**src/cfb_pkg.sv**
```systemverilog
// ----------------------------------------------------------------------------
// cfb_pkg: shared types and constants of the CRC-16/ARC frame builder
// Op codes, queue command format, header reset values and the byte-wise
// CRC-16/ARC update.
// ----------------------------------------------------------------------------
package cfb_pkg;

  // Input op codes
  localparam logic [1:0] OP_START   = 2'd0;
  localparam logic [1:0] OP_PAYLOAD = 2'd1;
  localparam logic [1:0] OP_FINISH  = 2'd2;

  // Configuration register indexes
  localparam logic [1:0] REG_HDR_ONE   = 2'd0;
  localparam logic [1:0] REG_HDR_TWO   = 2'd1;
  localparam logic [1:0] REG_HDR_THREE = 2'd2;

  // Header register reset values
  localparam logic [7:0] HDR_ONE_RST   = 8'h12;
  localparam logic [7:0] HDR_TWO_RST   = 8'h34;
  localparam logic [7:0] HDR_THREE_RST = 8'h56;

  // Command byte plus three header bytes
  localparam int HDR_BYTES = 4;

  // Reflected CRC-16/ARC polynomial
  localparam logic [15:0] CRC_POLY = 16'hA001;

  // Command queue between front and back
  localparam int QUEUE_DEPTH = 4;
  localparam int QPTR_W      = $clog2(QUEUE_DEPTH);

  typedef enum logic [1:0] {
    CMD_START,
    CMD_PAY,
    CMD_FIN
  } cmd_kind_t;

  // One queued command: kind, data byte, overflow flag of the frame so far
  typedef struct packed {
    cmd_kind_t  kind;
    logic [7:0] data;
    logic       ovf;
  } cmd_t;

  // CRC-16/ARC over one byte, LSB first
  function automatic logic [15:0] crc16_arc_byte(input logic [15:0] crc,
                                                 input logic [7:0]  b);
    logic [15:0] c;
    c = crc ^ {8'h00, b};
    for (int k = 0; k < 8; k++) begin
      c = c[0] ? ((c >> 1) ^ CRC_POLY) : (c >> 1);
    end
    return c;
  endfunction

endpackage

```
**src/crc16_arc_frame_builder_top.sv**
```systemverilog
// Path: an accepted item that yields a command is written into the command queue, popped
// by the back-end emitter and emitted through the output register; the emitter drives bytes
// into the output register while it is free, and pops the next command only when back in idle.
// A 4-entry command queue lets the input side accept items while bytes are emitted.
// Reset (synchronous, rst_n low): no frame open, queue empty, output empty,
// header registers back to 0x12, 0x34, 0x56.
// ----------------------------------------------------------------------------
// crc16_arc_frame_builder_top: CRC-16/ARC command frame builder
// Front classifier, command queue, back-end byte emitter and header registers.
// ----------------------------------------------------------------------------
module crc16_arc_frame_builder_top #(
  parameter int BODY_BYTES = 64
) (
  input  logic       clk,
  input  logic       rst_n,
  input  logic       in_valid,
  output logic       in_ready,
  input  logic [1:0] in_op,
  input  logic [7:0] in_command,
  input  logic [7:0] in_payload_byte,
  output logic       out_valid,
  input  logic       out_ready,
  output logic [7:0] out_frame_byte,
  output logic [6:0] out_byte_index,
  output logic       out_last_byte,
  output logic       out_payload_dropped,
  input  logic       cfg_valid,
  output logic       cfg_ready,
  input  logic [1:0] cfg_index,
  input  logic [7:0] cfg_data
);
  import cfb_pkg::*;

  logic       push_valid, push_ready;
  cmd_t       push_cmd;
  logic       pop_valid, pop_ready;
  cmd_t       pop_cmd;
  logic [7:0] hdr_one_r, hdr_two_r, hdr_three_r;

  // Header registers
  assign cfg_ready = 1'b1;

  always_ff @(posedge clk) begin
    if (!rst_n) begin
      hdr_one_r   <= HDR_ONE_RST;
      hdr_two_r   <= HDR_TWO_RST;
      hdr_three_r <= HDR_THREE_RST;
    end else if (cfg_valid && cfg_ready) begin
      unique case (cfg_index)
        REG_HDR_ONE:   hdr_one_r   <= cfg_data;
        REG_HDR_TWO:   hdr_two_r   <= cfg_data;
        REG_HDR_THREE: hdr_three_r <= cfg_data;
        default: begin
          // unmapped index: write ignored
        end
      endcase
    end
  end

  // Classifier
  cfb_front #(.BODY_BYTES(BODY_BYTES)) u_front (
    .clk             (clk),
    .rst_n           (rst_n),
    .in_valid        (in_valid),
    .in_ready        (in_ready),
    .in_op           (in_op),
    .in_command      (in_command),
    .in_payload_byte (in_payload_byte),
    .push_valid      (push_valid),
    .push_ready      (push_ready),
    .push_cmd        (push_cmd)
  );

  // Command queue
  cfb_queue u_queue (
    .clk        (clk),
    .rst_n      (rst_n),
    .push_valid (push_valid),
    .push_ready (push_ready),
    .push_cmd   (push_cmd),
    .pop_valid  (pop_valid),
    .pop_ready  (pop_ready),
    .pop_cmd    (pop_cmd)
  );

  // Byte emitter
  cfb_back #(.BODY_BYTES(BODY_BYTES)) u_back (
    .clk                 (clk),
    .rst_n               (rst_n),
    .pop_valid           (pop_valid),
    .pop_ready           (pop_ready),
    .pop_cmd             (pop_cmd),
    .hdr_one             (hdr_one_r),
    .hdr_two             (hdr_two_r),
    .hdr_three           (hdr_three_r),
    .out_valid           (out_valid),
    .out_ready           (out_ready),
    .out_frame_byte      (out_frame_byte),
    .out_byte_index      (out_byte_index),
    .out_last_byte       (out_last_byte),
    .out_payload_dropped (out_payload_dropped)
  );

endmodule

```
**src/cfb_front.sv**
```systemverilog
// ----------------------------------------------------------------------------
// cfb_front: input classifier
// Accepts items, tracks frame state and body fill, drops overflowing payload
// and pushes start / payload / finish commands into the queue.
// ----------------------------------------------------------------------------
module cfb_front #(
  parameter int BODY_BYTES = 64
) (
  input  logic          clk,
  input  logic          rst_n,
  input  logic          in_valid,
  output logic          in_ready,
  input  logic [1:0]    in_op,
  input  logic [7:0]    in_command,
  input  logic [7:0]    in_payload_byte,
  output logic          push_valid,
  input  logic          push_ready,
  output cfb_pkg::cmd_t push_cmd
);
  import cfb_pkg::*;

  localparam int CNT_W = $clog2(BODY_BYTES + 1);
  localparam logic [CNT_W-1:0] BODY_CNT = CNT_W'(BODY_BYTES);
  localparam logic [CNT_W-1:0] HDR_CNT  = CNT_W'(HDR_BYTES);

  logic             open_r, open_nxt;
  logic [CNT_W-1:0] cnt_r, cnt_nxt;
  logic             ovf_r, ovf_nxt;
  logic             accept;
  logic             want_push;

  assign in_ready = push_ready;
  assign accept   = in_valid && push_ready;

  // Classify the item and update frame tracking
  always_comb begin
    open_nxt      = open_r;
    cnt_nxt       = cnt_r;
    ovf_nxt       = ovf_r;
    want_push     = 1'b0;
    push_cmd.kind = CMD_PAY;
    push_cmd.data = in_payload_byte;
    push_cmd.ovf  = ovf_r;
    unique case (in_op)
      OP_START: begin
        want_push     = 1'b1;
        push_cmd.kind = CMD_START;
        push_cmd.data = in_command;
        push_cmd.ovf  = 1'b0;
        open_nxt      = 1'b1;
        cnt_nxt       = HDR_CNT;
        ovf_nxt       = 1'b0;
      end
      OP_PAYLOAD: begin
        if (open_r) begin
          if (cnt_r < BODY_CNT) begin
            want_push = 1'b1;
            cnt_nxt   = cnt_r + 1'b1;
          end else begin
            ovf_nxt = 1'b1;
          end
        end
      end
      OP_FINISH: begin
        if (open_r) begin
          want_push     = 1'b1;
          push_cmd.kind = CMD_FIN;
          push_cmd.data = 8'h00;
          open_nxt      = 1'b0;
          cnt_nxt       = '0;
          ovf_nxt       = 1'b0;
        end
      end
      default: begin
        // unused op: ignored
      end
    endcase
  end

  assign push_valid = accept && want_push;

  // Frame tracking registers
  always_ff @(posedge clk) begin
    if (!rst_n) begin
      open_r <= 1'b0;
      cnt_r  <= '0;
      ovf_r  <= 1'b0;
    end else if (accept) begin
      open_r <= open_nxt;
      cnt_r  <= cnt_nxt;
      ovf_r  <= ovf_nxt;
    end
  end

endmodule

```
**src/cfb_queue.sv**
```systemverilog
// ----------------------------------------------------------------------------
// cfb_queue: command queue
// Small register FIFO that decouples the classifier from the byte emitter.
// ----------------------------------------------------------------------------
module cfb_queue (
  input  logic          clk,
  input  logic          rst_n,
  input  logic          push_valid,
  output logic          push_ready,
  input  cfb_pkg::cmd_t push_cmd,
  output logic          pop_valid,
  input  logic          pop_ready,
  output cfb_pkg::cmd_t pop_cmd
);
  import cfb_pkg::*;

  cmd_t              slot_r [QUEUE_DEPTH];
  logic [QPTR_W-1:0] wr_ptr_r;
  logic [QPTR_W-1:0] rd_ptr_r;
  logic [QPTR_W:0]   fill_r;
  logic              do_push;
  logic              do_pop;

  assign push_ready = (fill_r != (QPTR_W + 1)'(QUEUE_DEPTH));
  assign pop_valid  = (fill_r != '0);
  assign pop_cmd    = slot_r[rd_ptr_r];
  assign do_push    = push_valid && push_ready;
  assign do_pop     = pop_valid && pop_ready;

  // Storage
  always_ff @(posedge clk) begin
    if (do_push) begin
      slot_r[wr_ptr_r] <= push_cmd;
    end
  end

  // Pointers and fill count
  always_ff @(posedge clk) begin
    if (!rst_n) begin
      wr_ptr_r <= '0;
      rd_ptr_r <= '0;
      fill_r   <= '0;
    end else begin
      if (do_push) begin
        wr_ptr_r <= wr_ptr_r + 1'b1;
      end
      if (do_pop) begin
        rd_ptr_r <= rd_ptr_r + 1'b1;
      end
      if (do_push && !do_pop) begin
        fill_r <= fill_r + 1'b1;
      end else if (do_pop && !do_push) begin
        fill_r <= fill_r - 1'b1;
      end
    end
  end

endmodule

```
**src/cfb_back.sv**
```systemverilog
// ----------------------------------------------------------------------------
// cfb_back: byte emitter
// Pops commands and emits frame bytes into the output register while it is free,
// running the CRC over body bytes and closing the frame with the CRC.
// ----------------------------------------------------------------------------
module cfb_back #(
  parameter int BODY_BYTES = 64
) (
  input  logic          clk,
  input  logic          rst_n,
  input  logic          pop_valid,
  output logic          pop_ready,
  input  cfb_pkg::cmd_t pop_cmd,
  input  logic [7:0]    hdr_one,
  input  logic [7:0]    hdr_two,
  input  logic [7:0]    hdr_three,
  output logic          out_valid,
  input  logic          out_ready,
  output logic [7:0]    out_frame_byte,
  output logic [6:0]    out_byte_index,
  output logic          out_last_byte,
  output logic          out_payload_dropped
);
  import cfb_pkg::*;

  localparam int CNT_W = $clog2(BODY_BYTES + 1);
  localparam logic [CNT_W-1:0] BODY_CNT = CNT_W'(BODY_BYTES);
  localparam logic [6:0] IDX_CRC_LO = 7'(BODY_BYTES);
  localparam logic [6:0] IDX_CRC_HI = 7'(BODY_BYTES + 1);

  typedef enum logic [2:0] {
    S_IDLE,
    S_HDR,
    S_PAY,
    S_PAD,
    S_CRC_HI
  } state_t;

  state_t           state_r, state_nxt;
  cmd_t             cur_r, cur_nxt;
  logic [1:0]       sub_r, sub_nxt;
  logic [CNT_W-1:0] cnt_r, cnt_nxt;
  logic [15:0]      crc_r, crc_nxt;
  logic             out_valid_r, out_valid_nxt;
  logic [7:0]       out_byte_r, out_byte_nxt;
  logic [6:0]       out_idx_r, out_idx_nxt;
  logic             out_last_r, out_last_nxt;
  logic             out_ovf_r, out_ovf_nxt;
  logic             out_free;
  logic [15:0]      cnt_ext;
  logic [7:0]       hdr_sel;
  logic             body_emit;
  logic [7:0]       body_byte;

  assign out_free  = !out_valid_r || out_ready;
  assign pop_ready = (state_r == S_IDLE);
  assign cnt_ext   = 16'(cnt_r);

  // Start bytes: command, then the three header registers
  always_comb begin
    case (sub_r)
      2'd0:    hdr_sel = cur_r.data;
      2'd1:    hdr_sel = hdr_one;
      2'd2:    hdr_sel = hdr_two;
      default: hdr_sel = hdr_three;
    endcase
  end

  // Sequencer next state
  always_comb begin
    state_nxt     = state_r;
    cur_nxt       = cur_r;
    sub_nxt       = sub_r;
    cnt_nxt       = cnt_r;
    crc_nxt       = crc_r;
    out_valid_nxt = out_valid_r && !out_ready;
    out_byte_nxt  = out_byte_r;
    out_idx_nxt   = out_idx_r;
    out_last_nxt  = out_last_r;
    out_ovf_nxt   = out_ovf_r;
    body_emit     = 1'b0;
    body_byte     = 8'h00;
    unique case (state_r)
      S_IDLE: begin
        if (pop_valid) begin
          cur_nxt = pop_cmd;
          case (pop_cmd.kind)
            CMD_START: begin
              cnt_nxt   = '0;
              crc_nxt   = '0;
              sub_nxt   = '0;
              state_nxt = S_HDR;
            end
            CMD_PAY: state_nxt = S_PAY;
            CMD_FIN: state_nxt = S_PAD;
            default: state_nxt = S_IDLE;
          endcase
        end
      end
      S_HDR: begin
        if (out_free) begin
          body_emit = 1'b1;
          body_byte = hdr_sel;
          sub_nxt   = sub_r + 1'b1;
          if (sub_r == 2'd3) begin
            state_nxt = S_IDLE;
          end
        end
      end
      S_PAY: begin
        if (out_free) begin
          body_emit = 1'b1;
          body_byte = cur_r.data;
          state_nxt = S_IDLE;
        end
      end
      S_PAD: begin
        if (out_free) begin
          if (cnt_r == BODY_CNT) begin
            out_valid_nxt = 1'b1;
            out_byte_nxt  = crc_r[7:0];
            out_idx_nxt   = IDX_CRC_LO;
            out_last_nxt  = 1'b0;
            out_ovf_nxt   = cur_r.ovf;
            state_nxt     = S_CRC_HI;
          end else begin
            body_emit = 1'b1;
            body_byte = 8'h00;
          end
        end
      end
      S_CRC_HI: begin
        if (out_free) begin
          out_valid_nxt = 1'b1;
          out_byte_nxt  = crc_r[15:8];
          out_idx_nxt   = IDX_CRC_HI;
          out_last_nxt  = 1'b1;
          out_ovf_nxt   = cur_r.ovf;
          cnt_nxt       = '0;
          crc_nxt       = '0;
          state_nxt     = S_IDLE;
        end
      end
      default: state_nxt = S_IDLE;
    endcase

    // Body byte: load output, fold into CRC, advance position
    if (body_emit) begin
      out_valid_nxt = 1'b1;
      out_byte_nxt  = body_byte;
      out_idx_nxt   = cnt_ext[6:0];
      out_last_nxt  = 1'b0;
      out_ovf_nxt   = cur_r.ovf;
      crc_nxt       = crc16_arc_byte(crc_r, body_byte);
      cnt_nxt       = cnt_r + 1'b1;
    end
  end

  // State and output register
  always_ff @(posedge clk) begin
    if (!rst_n) begin
      state_r     <= S_IDLE;
      out_valid_r <= 1'b0;
      sub_r       <= '0;
      cnt_r       <= '0;
      crc_r       <= '0;
    end else begin
      state_r     <= state_nxt;
      out_valid_r <= out_valid_nxt;
      sub_r       <= sub_nxt;
      cnt_r       <= cnt_nxt;
      crc_r       <= crc_nxt;
    end
    cur_r      <= cur_nxt;
    out_byte_r <= out_byte_nxt;
    out_idx_r  <= out_idx_nxt;
    out_last_r <= out_last_nxt;
    out_ovf_r  <= out_ovf_nxt;
  end

  assign out_valid           = out_valid_r;
  assign out_frame_byte      = out_byte_r;
  assign out_byte_index      = out_idx_r;
  assign out_last_byte       = out_last_r;
  assign out_payload_dropped = out_ovf_r;

endmodule

```
**config.mk**
```make
export PLATFORM = sky130hd
export DESIGN_NAME = crc16_arc_frame_builder_top
export DESIGN_NICKNAME = d
export VERILOG_FILES = /design/src/cfb_pkg.sv /design/src/crc16_arc_frame_builder_top.sv /design/src/cfb_front.sv /design/src/cfb_queue.sv /design/src/cfb_back.sv
export SDC_FILE = /design/constraint.sdc
export NUM_CORES = 1
export LEC_CHECK = 0
export ABC_CLOCK_PERIOD_IN_PS = 3600
export BUFFER_PORTS_ARGS = -buffer_cell sky130_fd_sc_hd__buf_2
export CAP_MARGIN = 0
export CORE_MARGIN = 2
export CORE_UTILIZATION = 45
export DETAILED_ROUTE_END_ITERATION = 6
export SLEW_MARGIN = 20
export SYNTH_ARGS = -nofsm -noshare
export SYNTH_HDL_FRONTEND = slang
export SYNTH_SLANG_ARGS = --single-unit
```
**constraint.sdc**
```tcl
create_clock -name clk -period 3.6 [get_ports clk]
set_input_delay 0.54 -clock clk [delete_from_list [all_inputs] [get_ports clk]]
set_output_delay 0.54 -clock clk [all_outputs]
set_load 0.005 [all_outputs]
```
==> results of run 1 <==
## final timing paths
| check | startpoint | endpoint | slack (ns) | cells past startpoint |
|---|---|---|---|---|
| min | in_valid | u_front.open_r$_SDFFE_PN0P_ | 0.36 | 2 |
| min reg2reg | u_back.cur_r[0]$_DFFE_PP_ | u_back.out_payload_dropped$_DFFE_PP_ | 0.47 | 0 |
| max | u_back.sub_r[0]$_SDFFE_PN0P_ | u_back.crc_r[0]$_SDFFE_PN0P_ | 0.49 | 10 |
| max reg2reg | u_back.sub_r[0]$_SDFFE_PN0P_ | u_back.crc_r[0]$_SDFFE_PN0P_ | 0.49 | 10 |
## state kept, by name, summed over array words and instances (netlist names), named ones only
register,flops
u_front.open_r,1
u_queue.slot_r,44
u_back.crc_r,16
u_front.ovf_r,1
u_back.out_valid,1
u_back.out_frame_byte,8
hdr_three_r,8
u_front.cnt_r,7
u_queue.fill_r,3
u_queue.rd_ptr_r,2
u_back.out_byte_index,7
u_back.sub_r,2
u_back.out_last_byte,1
u_queue.wr_ptr_r,2
u_back.cur_r,9
u_back.cnt_r,7
u_back.out_payload_dropped,1
hdr_two_r,8
hdr_one_r,8
u_back.state_r,3
## synthesized netlist by cell type (all sizes together), types with 5 or more instances
master	count	area (µm²)
buf	5	23.8
ha	17	213
o21bai	5	37.5
o21ai	18	90.1
edfxtp	69	2070
mux4	11	248
a22oi	24	185
nand2	26	97.6
and2	11	68.8
mux2i	37	370
inv	19	71.3
xnor2	8	85.1
or3	5	31.3
a22o	12	114
clkbuf	21	78.8
nor2	59	221
nor2b	9	56.3
nor3	6	30.0
nand3	7	35.0
a21oi	31	155
xor2	21	210
dfxtp	72	1440
## routing by layer
layer,vias up,wire length (µm),track usage (%)
met5,-,0,0
met4,0,233,7.90
met3,15,520,4.55
met2,94,6100,29.2
met1,1986,6150,24.9
li1,2022,-,-
## critical path, stage by stage, from the launching register on
cell	delay, ns
dfxtp_1	0.39
inv_1	0.10
ha_1	0.31
a222oi_1	0.42
mux2i_1	0.12
a22o_1	0.27
xor2_1	0.24
xnor2_1	0.19
xnor3_2	0.50
xor3_1	0.37
o21ai_1	0.14
## layout make-up
class                           count  area share, %
Multi-Input combinational cell    343           35.7
Clock inverter                      8          0.873
Sequential cell                   141           48.1
Clock buffer                       24           6.73
Tap cell                          180           3.08
Inverter                           20           1.03
Timing Repair Buffer               61           4.52
## power by group through the flow
stage / clock [mW] / sequential (mW) / combinational, mW
after floorplan: 0 / 2.14 / 1.39
after global placement: 0 / 2.21 / 1.79
after detailed placement: 0 / 2.21 / 1.82
after CTS: 1.66 / 2.18 / 1.83
after global routing: 1.73 / 2.21 / 2.01
final: 1.63 / 2.18 / 1.83
## kinds of logic after synthesis
family                     Yosys count  share of synthesized area [%]
AOI/OAI and AO/OA                  100                           10.6
xor gates and xnor gates            32                           5.80
adders and majority gates           18                           3.70
DFF                                141                           55.8
other                                1                         0.0595
and+or+nand+nor                    144                           11.4
muxes                               48                           9.82
buffers and inverters               46                           2.82
## stage by stage
stage	setup WS, ns	util, %	total power, mW
final	0.493	53.1	5.64
after CTS	0.536	53.1	5.68
after detailed placement	0.475	49.0	4.04
after global routing	0.379	53.1	5.95
after floorplan	0.652	-	3.54
after global placement	0.580	49.0	4.00
==> results.sh, run 1 <==
export IMPL_clkPwrFrac_pct=28.8
export IMPL_postCtsHoldBufs=0
export IMPL_dp_hpwl_mm=9.11
export IMPL_fmax_mhz=322
export IMPL_port_buffers=51
export IMPL_antenna_found_initial=0
export IMPL_avgViaCountPerCell=5.30
export IMPL_track_usage_pct=18.7
export IMPL_post_cts_setup_buffer_count=0
export IMPL_syn2layout_area_growth_pct=16.1
export IMPL_slew_viol_final=0
export IMPL_totalWireLength_mm=13.0
export IMPL_grt_setup_unrepaired="no"
export IMPL_drtIter0Drc=326
export IMPL_register_area_um2=3510
export IMPL_cp_arrival_ns=3.45
export IMPL_postPlaceCellArea_um2=6750
export IMPL_initial_core_util_pct=45.7
export IMPL_dp_cells=745
export IMPL_yosysSeqAreaShare_pct=55.8
export IMPL_stdcell_count=777
export IMPL_synth_fp_nets=581
export IMPL_worst_pin_slew_ns=0.998
export IMPL_nets=635
export IMPL_final_cell_mix="dfxtp_1 (72), edfxtp_1 (69), nor2_1 (58)"
export IMPL_async_reset_ff_share_pct=0
export IMPL_crit_path_end_kind="flop"
export IMPL_crit_fanout=8
export IMPL_crit_type="reg -> reg"
export IMPL_combPwrFrac_pct=32.4
export IMPL_cts_buffers=17
export IMPL_clock_sinks=141
export IMPL_synth_enable_flop_cells=69
export IMPL_ys_seq_elements=141
export IMPL_ys_warn_count=0
export IMPL_status="completed"
export IMPL_fillers=1221
export IMPL_drive_gt1_share_pct=18.6
export IMPL_seqPwrFrac_pct=38.7
export IMPL_chipHeight_um=122
export IMPL_htreeDepth=4
export IMPL_synthFlopType="dfxtp_1"
export IMPL_post_route_period_util_pct=86.3
export IMPL_wl_per_cell_um=16.7
export IMPL_syn_mean_instance_area_um2=11.9
export IMPL_fin_tns_setup_ns=0
export IMPL_diodes=0
export IMPL_final_common_cell="dfxtp_1"
export IMPL_final_hold_violation_count=0
export IMPL_hold_ws_ns=0.361
export IMPL_clkTransAtPathRegs_ns=0.06
export IMPL_ioPinCount=53
export IMPL_multi_input_area_um2=2610
export IMPL_remaining_drc_errors=0
export IMPL_clk_path_buf_depth=2
export IMPL_hp_class="in -> reg"
export IMPL_fp_dieW_um=122
export IMPL_internal_power_mw=3.86
export IMPL_grt_overflow=0
export IMPL_relSlewSlack_pct=33.4
export IMPL_p_sw_share_pct=31.5
export IMPL_ys_types=57
export IMPL_p_sw_mw=1.78
export IMPL_ctsResizeCount=0
export IMPL_drtPass1Iterations=5
export IMPL_cap_violations=0
export IMPL_cts_root_buf="clkbuf_16"
export IMPL_clock_skew_ns=0.00719
export IMPL_syn_area_um2=6300
export IMPL_grt_pass1_wl_mm=20.7
export IMPL_grt_pass1_vias=3978
export IMPL_die_area_um2=15000
export IMPL_design_area_um2=7310
export IMPL_peakVddDrop_mv=0.604
export IMPL_rows=43
export IMPL_syn_inst=530
export IMPL_cts_tree="built"
export IMPL_clk_latency_ns=0.42
export IMPL_start_kind="flop"
export IMPL_period_minus_slack_ns=3.11
export IMPL_crit_required_ns=3.95
export IMPL_setup_violations=0
export IMPL_grt_max_degree=54
export IMPL_ant_nets=0
export IMPL_power_density_nw_per_um2=772
export IMPL_place_congestion=0.770
export IMPL_vias=4117
export IMPL_core_area_um2=13800
export IMPL_leakagePower_nw=2.86
No activity file was read; power rests on OpenSTA's default activity.
==> inputs of run 2 (changes only) <==
--- a/config.mk
+++ b/config.mk
@@ -14,4 +14,5 @@
 export SLEW_MARGIN = 20
 export SYNTH_ARGS = -nofsm -noshare
 export SYNTH_HDL_FRONTEND = slang
+export SYNTH_HIERARCHICAL = 1
 export SYNTH_SLANG_ARGS = --single-unit
==> results.sh, run 2 <==
export IMPL_cp_depth=8
export IMPL_worst_pin_slew_ns=0.659
export IMPL_drive_gt1_share_pct=18.8
export IMPL_post_cts_setup_buffer_count=0
export IMPL_hold_ws_ns=0.385
export IMPL_clock_sinks=141
export IMPL_antenna_found_initial=0
export IMPL_stdcell_count=821
export IMPL_start_kind="flop"
export IMPL_syn_mean_instance_area_um2=11.6
export IMPL_peakVddDrop_mv=0.401
export IMPL_ys_types=73
export IMPL_cp_top_family="XOR/XNOR gates"
export IMPL_rows=44
export IMPL_setup_violations=0
export IMPL_grt_pass1_vias=4507
export IMPL_largestRegisters="u_queue/slot_r x44, u_back/crc_r x16, u_back/cur_r x9"
export IMPL_reg2reg_depth=8
export IMPL_clk_latency_ns=0.42
export IMPL_crit_slowest_cell="dfxtp_1"
export IMPL_period_minus_slack_ns=3.11
export IMPL_postPlaceCellArea_um2=7130
export IMPL_final_common_cell="dfxtp_1"
export IMPL_final_hold_violation_count=0
export IMPL_design_area_um2=7730
export IMPL_clkTransAtPathRegs_ns=0.06
export IMPL_totalWireLength_mm=13.7
export IMPL_grt_pass1_wl_mm=22.8
export IMPL_post_route_period_util_pct=86.4
export IMPL_timing_final_ws_setup_ns=0.491
export IMPL_relSlewSlack_pct=55.8
export IMPL_ys_warn_count=6
export IMPL_diodes=0
export IMPL_htreeDepth=4
export IMPL_status="completed"
export IMPL_synth_enable_flop_cells=69
export IMPL_ioPinCount=53
export IMPL_ys_top_cells_by_count="dfxtp_1 (72), edfxtp_1 (69), nand2_1 (57)"
export IMPL_core_area_um2=14600
export IMPL_regToRegSetupSlack_ns=0.49
export IMPL_dp_cells=789
export IMPL_cap_violations=0
export IMPL_remaining_drc_errors=0
export IMPL_max_stage_delay_ns=0.59
export IMPL_grt_max_degree=38
export IMPL_hold_depth=3
export IMPL_fp_dieW_um=126
export IMPL_r2r_start="u_back/state_r[1]$_SDFFE_PN0P_"
export IMPL_place_congestion=0.879
export IMPL_chipHeight_um=126
export IMPL_largest_reg_flops=44
export IMPL_drtPass1Iterations=5
export IMPL_critPathBufInv=0
export IMPL_pre_cts_ws_ns=0.398
export IMPL_ys_seq_elements=141
export IMPL_die_area_um2=15900
export IMPL_power_density_nw_per_um2=790
export IMPL_synth_fp_nets=632
export IMPL_ctsResizeCount=0
export IMPL_synth_top_area_cell="edfxtp_1"
export IMPL_async_reset_ff_share_pct=0
export IMPL_finalPower_mw=6.11
export IMPL_path_cells="nand2b_1 -> nor3_2 -> a22oi_1 -> xnor2_1 -> xnor3_1 -> xnor3_2 -> xor3_1 -> o21ai_1"
export IMPL_grt_overflow=0
export IMPL_syn_area_um2=6720
export IMPL_crit_fanout=13
export IMPL_final_cell_mix="dfxtp_1 (72), edfxtp_1 (69), nand2_1 (57)"
export IMPL_fin_tns_setup_ns=0
export IMPL_wl_per_cell_um=16.6
export IMPL_hp_class="in -> reg"
export IMPL_dp_hpwl_mm=9.43
export IMPL_fillers=1235
export IMPL_slew_viol_final=0
export IMPL_cts_tree="built"
export IMPL_hold_start="cfg_data[1]"
export IMPL_syn2layout_area_growth_pct=14.9
export IMPL_crit_type="reg -> reg"
export IMPL_avgViaCountPerCell=5.51
export IMPL_initial_core_util_pct=46.1
export IMPL_worstReg2RegEnd="u_back/crc_r[0]$_SDFFE_PN0P_"
export IMPL_drtIter0Drc=315
export IMPL_crit_start="u_back/state_r[1]$_SDFFE_PN0P_"
export IMPL_ant_nets=0
export IMPL_fin_util_pct=53.0
export IMPL_synthTopCellsByArea="edfxtp_1 (31%), dfxtp_1 (21%), mux2i_1 (3.9%)"
export IMPL_syn_inst=578
export IMPL_clock_skew_ns=0.00826
export IMPL_cp_arrival_ns=3.46
export IMPL_postCtsHoldBufs=0
export IMPL_yosysMostFrequentCell="dfxtp_1"
export IMPL_clk_path_buf_depth=2
export IMPL_cts_root_buf="clkbuf_16"
export IMPL_largest_register="u_queue/slot_r"
export IMPL_endpoint="u_back/crc_r[0]$_SDFFE_PN0P_"
export IMPL_crit_required_ns=3.95
export IMPL_fmax_mhz=322
export IMPL_yosysSeqAreaShare_pct=52.3
export IMPL_synthFlopType="dfxtp_1"
export IMPL_leakagePower_nw=2.96
export IMPL_nets=678
export IMPL_crit_path_end_kind="flop"
export IMPL_yosysTopAreaCellShare_pct=30.8
export IMPL_track_usage_pct=18.2
export IMPL_port_buffers=51
export IMPL_vias=4526
export IMPL_grt_setup_unrepaired="no"
export IMPL_cts_buffers=17
[run 2: changes by cell type in the layout (fill, tap and decap cells not counted), sizes merged, moves of 8 or more]
| cell | previous run | this run |
|---|---|---|
| nor2 | 59 | 20 |
| nand2 | 26 | 57 |
| nor2b | 9 | 35 |
| nand3 | 7 | 21 |
| mux2i | 37 | 26 |
| a21oi | 31 | 23 |
| and2 | 11 | 19 |
| inv | 19 | 27 |
[run 2: logic make-up (layout without fill, tap and decap cells)]
group | Yosys count | in the layout | synth area share (%)
flip-flops | 141 | 141 | 52.3
adder cells (fa/ha/maj) | 21 | 21 | 4.02
buffers and inverters | 50 | 109 | 3.28
other | 1 | 1 | 0.0558
AO/OA/AOI/OAI | 111 | 111 | 12.3
XOR/XNOR | 30 | 30 | 5.17
AND/OR/NAND/NOR | 187 | 187 | 15.0
multiplexers | 37 | 37 | 7.84
[run 2: layer usage]
layer | routed length [µm] | share of wire (%) | up-vias | GRT usage, %
met3 | 634 | 4.6 | 23 | 5.23
met2 | 6790 | 50 | 99 | 30.0
met5 | 0 | 0 | - | 0
met1 | 5950 | 44 | 2208 | 22.6
met4 | 293 | 2.1 | 0 | 7.69
li1 | - | - | 2196 | -
[run 2: where the power goes]
part	internal, mW	leakage (nW)	switching (mW)	total (mW)
sequential	2.02	1.22	0.233	2.25
combinational	0.978	1.44	1.10	2.08
clock	1.05	0.294	0.726	1.77
[run 2: worst min path at each step]
| stage | endpoint | slack, ns |
|---|---|---|
| global route | hdr_two_r[1]$_SDFFE_PN0P_ | 0.37 |
| floorplan | u_back/out_payload_dropped$_DFFE_PP_ | 0.40 |
| finish | hdr_two_r[1]$_SDFFE_PN0P_ | 0.39 |
| CTS | hdr_two_r[1]$_SDFFE_PN0P_ | 0.36 |
| detailed placement | u_back/out_payload_dropped$_DFFE_PP_ | 0.41 |
| global placement | u_back/out_payload_dropped$_DFFE_PP_ | 0.42 |
[run 2: worst register-to-register path, stage by stage (launching register included)]
cell,delay [ns]
dfxtp_1,0.59
nand2b_1,0.15
nor3_2,0.46
a22oi_1,0.26
xnor2_1,0.36
xnor3_1,0.47
xnor3_2,0.28
xor3_1,0.36
o21ai_1,0.12
[run 2: cell type report]
cell class / count / area [µm²] / area share (%)
well taps: 184 / 230 / 2.98
repair buffers: 59 / 328 / 4.24
inverters: 18 / 67.6 / 0.874
clock buffers: 17 / 425 / 5.51
multi-input cells: 387 / 2990 / 38.7
flip-flops and latches: 141 / 3510 / 45.5
clock inverters: 15 / 174 / 2.25
==> inputs of run 3 (changes only) <==
--- a/config.mk
+++ b/config.mk
@@ -5,12 +5,15 @@
 export SDC_FILE = /design/constraint.sdc
 export NUM_CORES = 1
 export LEC_CHECK = 0
+export ABC_AREA = 1
 export ABC_CLOCK_PERIOD_IN_PS = 3600
 export BUFFER_PORTS_ARGS = -buffer_cell sky130_fd_sc_hd__buf_2
 export CAP_MARGIN = 0
 export CORE_MARGIN = 2
-export CORE_UTILIZATION = 45
+export CORE_UTILIZATION = 55
 export DETAILED_ROUTE_END_ITERATION = 6
+export GPL_ROUTABILITY_DRIVEN = 0
+export PLACE_DENSITY = 0.74
 export SLEW_MARGIN = 20
 export SYNTH_ARGS = -nofsm -noshare
 export SYNTH_HDL_FRONTEND = slang
==> results.sh, run 3 <==
export IMPL_clk_path_buf_depth=2
export IMPL_relSlewSlack_pct=46.8
export IMPL_synthTopCellsByArea="edfxtp_1 (29%), dfxtp_1 (20%), nand2_1 (9.8%)"
export IMPL_period_minus_slack_ns=2.66
export IMPL_port_buffers=51
export IMPL_fmax_mhz=376
export IMPL_finalPower_mw=6.22
export IMPL_clock_skew_ns=0.00947
export IMPL_post_cts_setup_buffer_count=0
export IMPL_cap_violations=0
export IMPL_cts_root_buf="clkbuf_16"
export IMPL_postCtsHoldBufs=0
export IMPL_grt_pass1_wl_mm=24.5
export IMPL_synth_fp_nets=902
export IMPL_crit_path_end_kind="flop"
export IMPL_nets=956
export IMPL_ant_nets=0
export IMPL_crit_type="reg -> reg"
export IMPL_final_cell_mix="nand2_1 (184), nor2_1 (99), inv_1 (90)"
export IMPL_peakVddDrop_mv=0.475
export IMPL_clock_sinks=141
export IMPL_wl_per_cell_um=13.4
export IMPL_drive_gt1_share_pct=16.6
export IMPL_yosysTopAreaCellShare_pct=29.3
export IMPL_largest_register="u_queue/slot_r"
export IMPL_vias=5654
export IMPL_syn_inst=848
export IMPL_setup_violations=0
export IMPL_worst_pin_slew_ns=0.795
export IMPL_crit_fanout=8
export IMPL_totalWireLength_mm=14.6
export IMPL_htreeDepth=4
export IMPL_seqPwrFrac_pct=35.1
export IMPL_cts_buffers=17
export IMPL_core_area_um2=12600
export IMPL_die_area_um2=13800
export IMPL_drtIter0Drc=401
export IMPL_syn_mean_instance_area_um2=8.35
export IMPL_final_common_cell="nand2_1"
export IMPL_slew_viol_final=0
export IMPL_grt_setup_unrepaired="no"
export IMPL_synthFlopType="dfxtp_1"
export IMPL_power_density_nw_per_um2=771
export IMPL_p_sw_share_pct=37.4
export IMPL_antenna_found_initial=0
export IMPL_fillers=1047
export IMPL_ys_warn_count=6
export IMPL_timing_final_ws_setup_ns=0.942
export IMPL_final_hold_violation_count=0
export IMPL_cp_arrival_ns=2.93
export IMPL_remaining_drc_errors=0
export IMPL_clk_latency_ns=0.43
export IMPL_synth_enable_flop_cells=69
export IMPL_ys_types=47
export IMPL_pre_cts_ws_ns=0.645
export IMPL_clkTransAtPathRegs_ns=0.06
export IMPL_initial_core_util_pct=56.3
export IMPL_largest_reg_flops=44
export IMPL_hp_class="in -> reg"
export IMPL_ys_seq_elements=141
export IMPL_start_kind="flop"
export IMPL_grt_overflow=0
export IMPL_fp_dieW_um=117
export IMPL_clkPwrFrac_pct=28.3
export IMPL_track_usage_pct=22.4
export IMPL_fin_tns_setup_ns=0
export IMPL_largestRegisters="u_queue/slot_r x44, u_back/crc_r x16, u_back/cur_r x9"
export IMPL_syn2layout_area_growth_pct=14.1
export IMPL_drtPass1Iterations=6
export IMPL_grt_max_degree=41
export IMPL_synth_top_area_cell="edfxtp_1"
export IMPL_yosysSeqAreaShare_pct=49.6
export IMPL_avgViaCountPerCell=5.20
export IMPL_ys_top_cells_by_count="nand2_1 (184), nor2_1 (99), inv_1 (90)"
export IMPL_post_route_period_util_pct=73.8
export IMPL_rows=41
export IMPL_combPwrFrac_pct=36.6
export IMPL_yosysMostFrequentCell="nand2_1"
export IMPL_grt_pass1_vias=5311
export IMPL_diodes=0
export IMPL_status="completed"
export IMPL_chipHeight_um=117
export IMPL_p_sw_mw=2.32
export IMPL_leakagePower_nw=3.48
export IMPL_ctsResizeCount=0
export IMPL_cts_tree="built"
export IMPL_syn_area_um2=7080
export IMPL_async_reset_ff_share_pct=0
export IMPL_dp_hpwl_mm=10.3
export IMPL_ioPinCount=53
export IMPL_crit_required_ns=3.87
export IMPL_internal_power_mw=3.90
==> run 3: changes by cell type after synthesis, sizes merged, moves of 35 or more <==
| cell | before | now |
|---|---|---|
| inv | 18 | 102 |
| nand2 | 57 | 202 |
| nand3 | 21 | 82 |
| nor2 | 20 | 107 |
| nor2b | 35 | 0 |
==> run 3: logic make-up (layout without fill, tap and decap cells) <==
kind of cell | Yosys count | count (layout) | share of synthesized area [%]
flops | 141 | 141 | 49.6
simple gates | 417 | 417 | 27.7
xor+xnor | 3 | 3 | 0.371
fa+ha+maj | 21 | 21 | 3.82
buf+inv | 131 | 198 | 7.74
other cells | 1 | 1 | 0.0530
compound gates | 134 | 134 | 10.6
==> run 3: stage by stage <==
stage                     std cells  hold WS, ns  util (%)  area, µm²
after CTS                      1087        0.357      64.2       8070
after detailed placement       1055        0.421      59.5       7480
after floorplan                 848        0.400         -       7080
after global routing           1087        0.385      64.2       8070
after global placement         1055        0.410      59.5       7480
final                          1087        0.370      64.2       8070
==> run 3: metal layers <==
layer	global-route usage, %	share of wire, %	routed length [µm]
met3	5.40	4.4	640
met1	27.5	45	6500
met5	0	0	0
met4	8.58	1.7	242
met2	38.2	49	7180
==> run 3: worst max-delay path, cell delays in order, from the launching register on <==
cell	delay [ns]
dfxtp_1	0.34
inv_1	0.10
ha_1	0.39
nand2_1	0.10
nand2_1	0.09
inv_1	0.05
nand2_1	0.06
nand3_2	0.08
nand2_1	0.11
nand2_1	0.07
nand2_2	0.09
nand2_1	0.09
nand2_1	0.14
nand2_1	0.07
nand3_1	0.06
nand2_1	0.07
nand2_1	0.09
nand3_1	0.10
nand3_1	0.14
nand3_1	0.08
nand3_1	0.10
a21oi_1	0.07
==> run 3: layout make-up <==
cell class / count / area [µm²] / share of cell area [%]
flip-flops and latches: 141 / 3510 / 43.5
multi-input cells: 576 / 3020 / 37.4
clock buffers: 21 / 450 / 5.58
inverters: 103 / 388 / 4.80
repair buffers: 63 / 345 / 4.28
well taps: 172 / 215 / 2.67
clock inverters: 11 / 145 / 1.80
==> run 3: worst paths after layout <==
| check | slack (ns) | start | cells after the start | endpoint |
|---|---|---|---|---|
| hold / removal | 0.37 | cfg_data[3] | 3 | hdr_two_r[3]$_SDFFE_PN0P_ |
| setup / recovery | 0.94 | u_back/sub_r[0]$_SDFFE_PN0P_ | 21 | u_back/crc_r[13]$_SDFFE_PN0P_ |
| hold reg to reg | 0.43 | u_back/cur_r[0]$_DFFE_PP_ | 0 | u_back/out_payload_dropped$_DFFE_PP_ |
| setup reg to reg | 0.94 | u_back/sub_r[0]$_SDFFE_PN0P_ | 21 | u_back/crc_r[13]$_SDFFE_PN0P_ |
==> run 3: power groups by stage <==
stage | sequential, mW | combinational (mW) | clock [mW]
floorplan | 2.19 | 1.73 | 0
global placement | 2.21 | 2.23 | 0
detailed placement | 2.21 | 2.27 | 0
CTS | 2.18 | 2.28 | 1.79
global route | 2.21 | 2.58 | 1.85
finish | 2.18 | 2.28 | 1.76
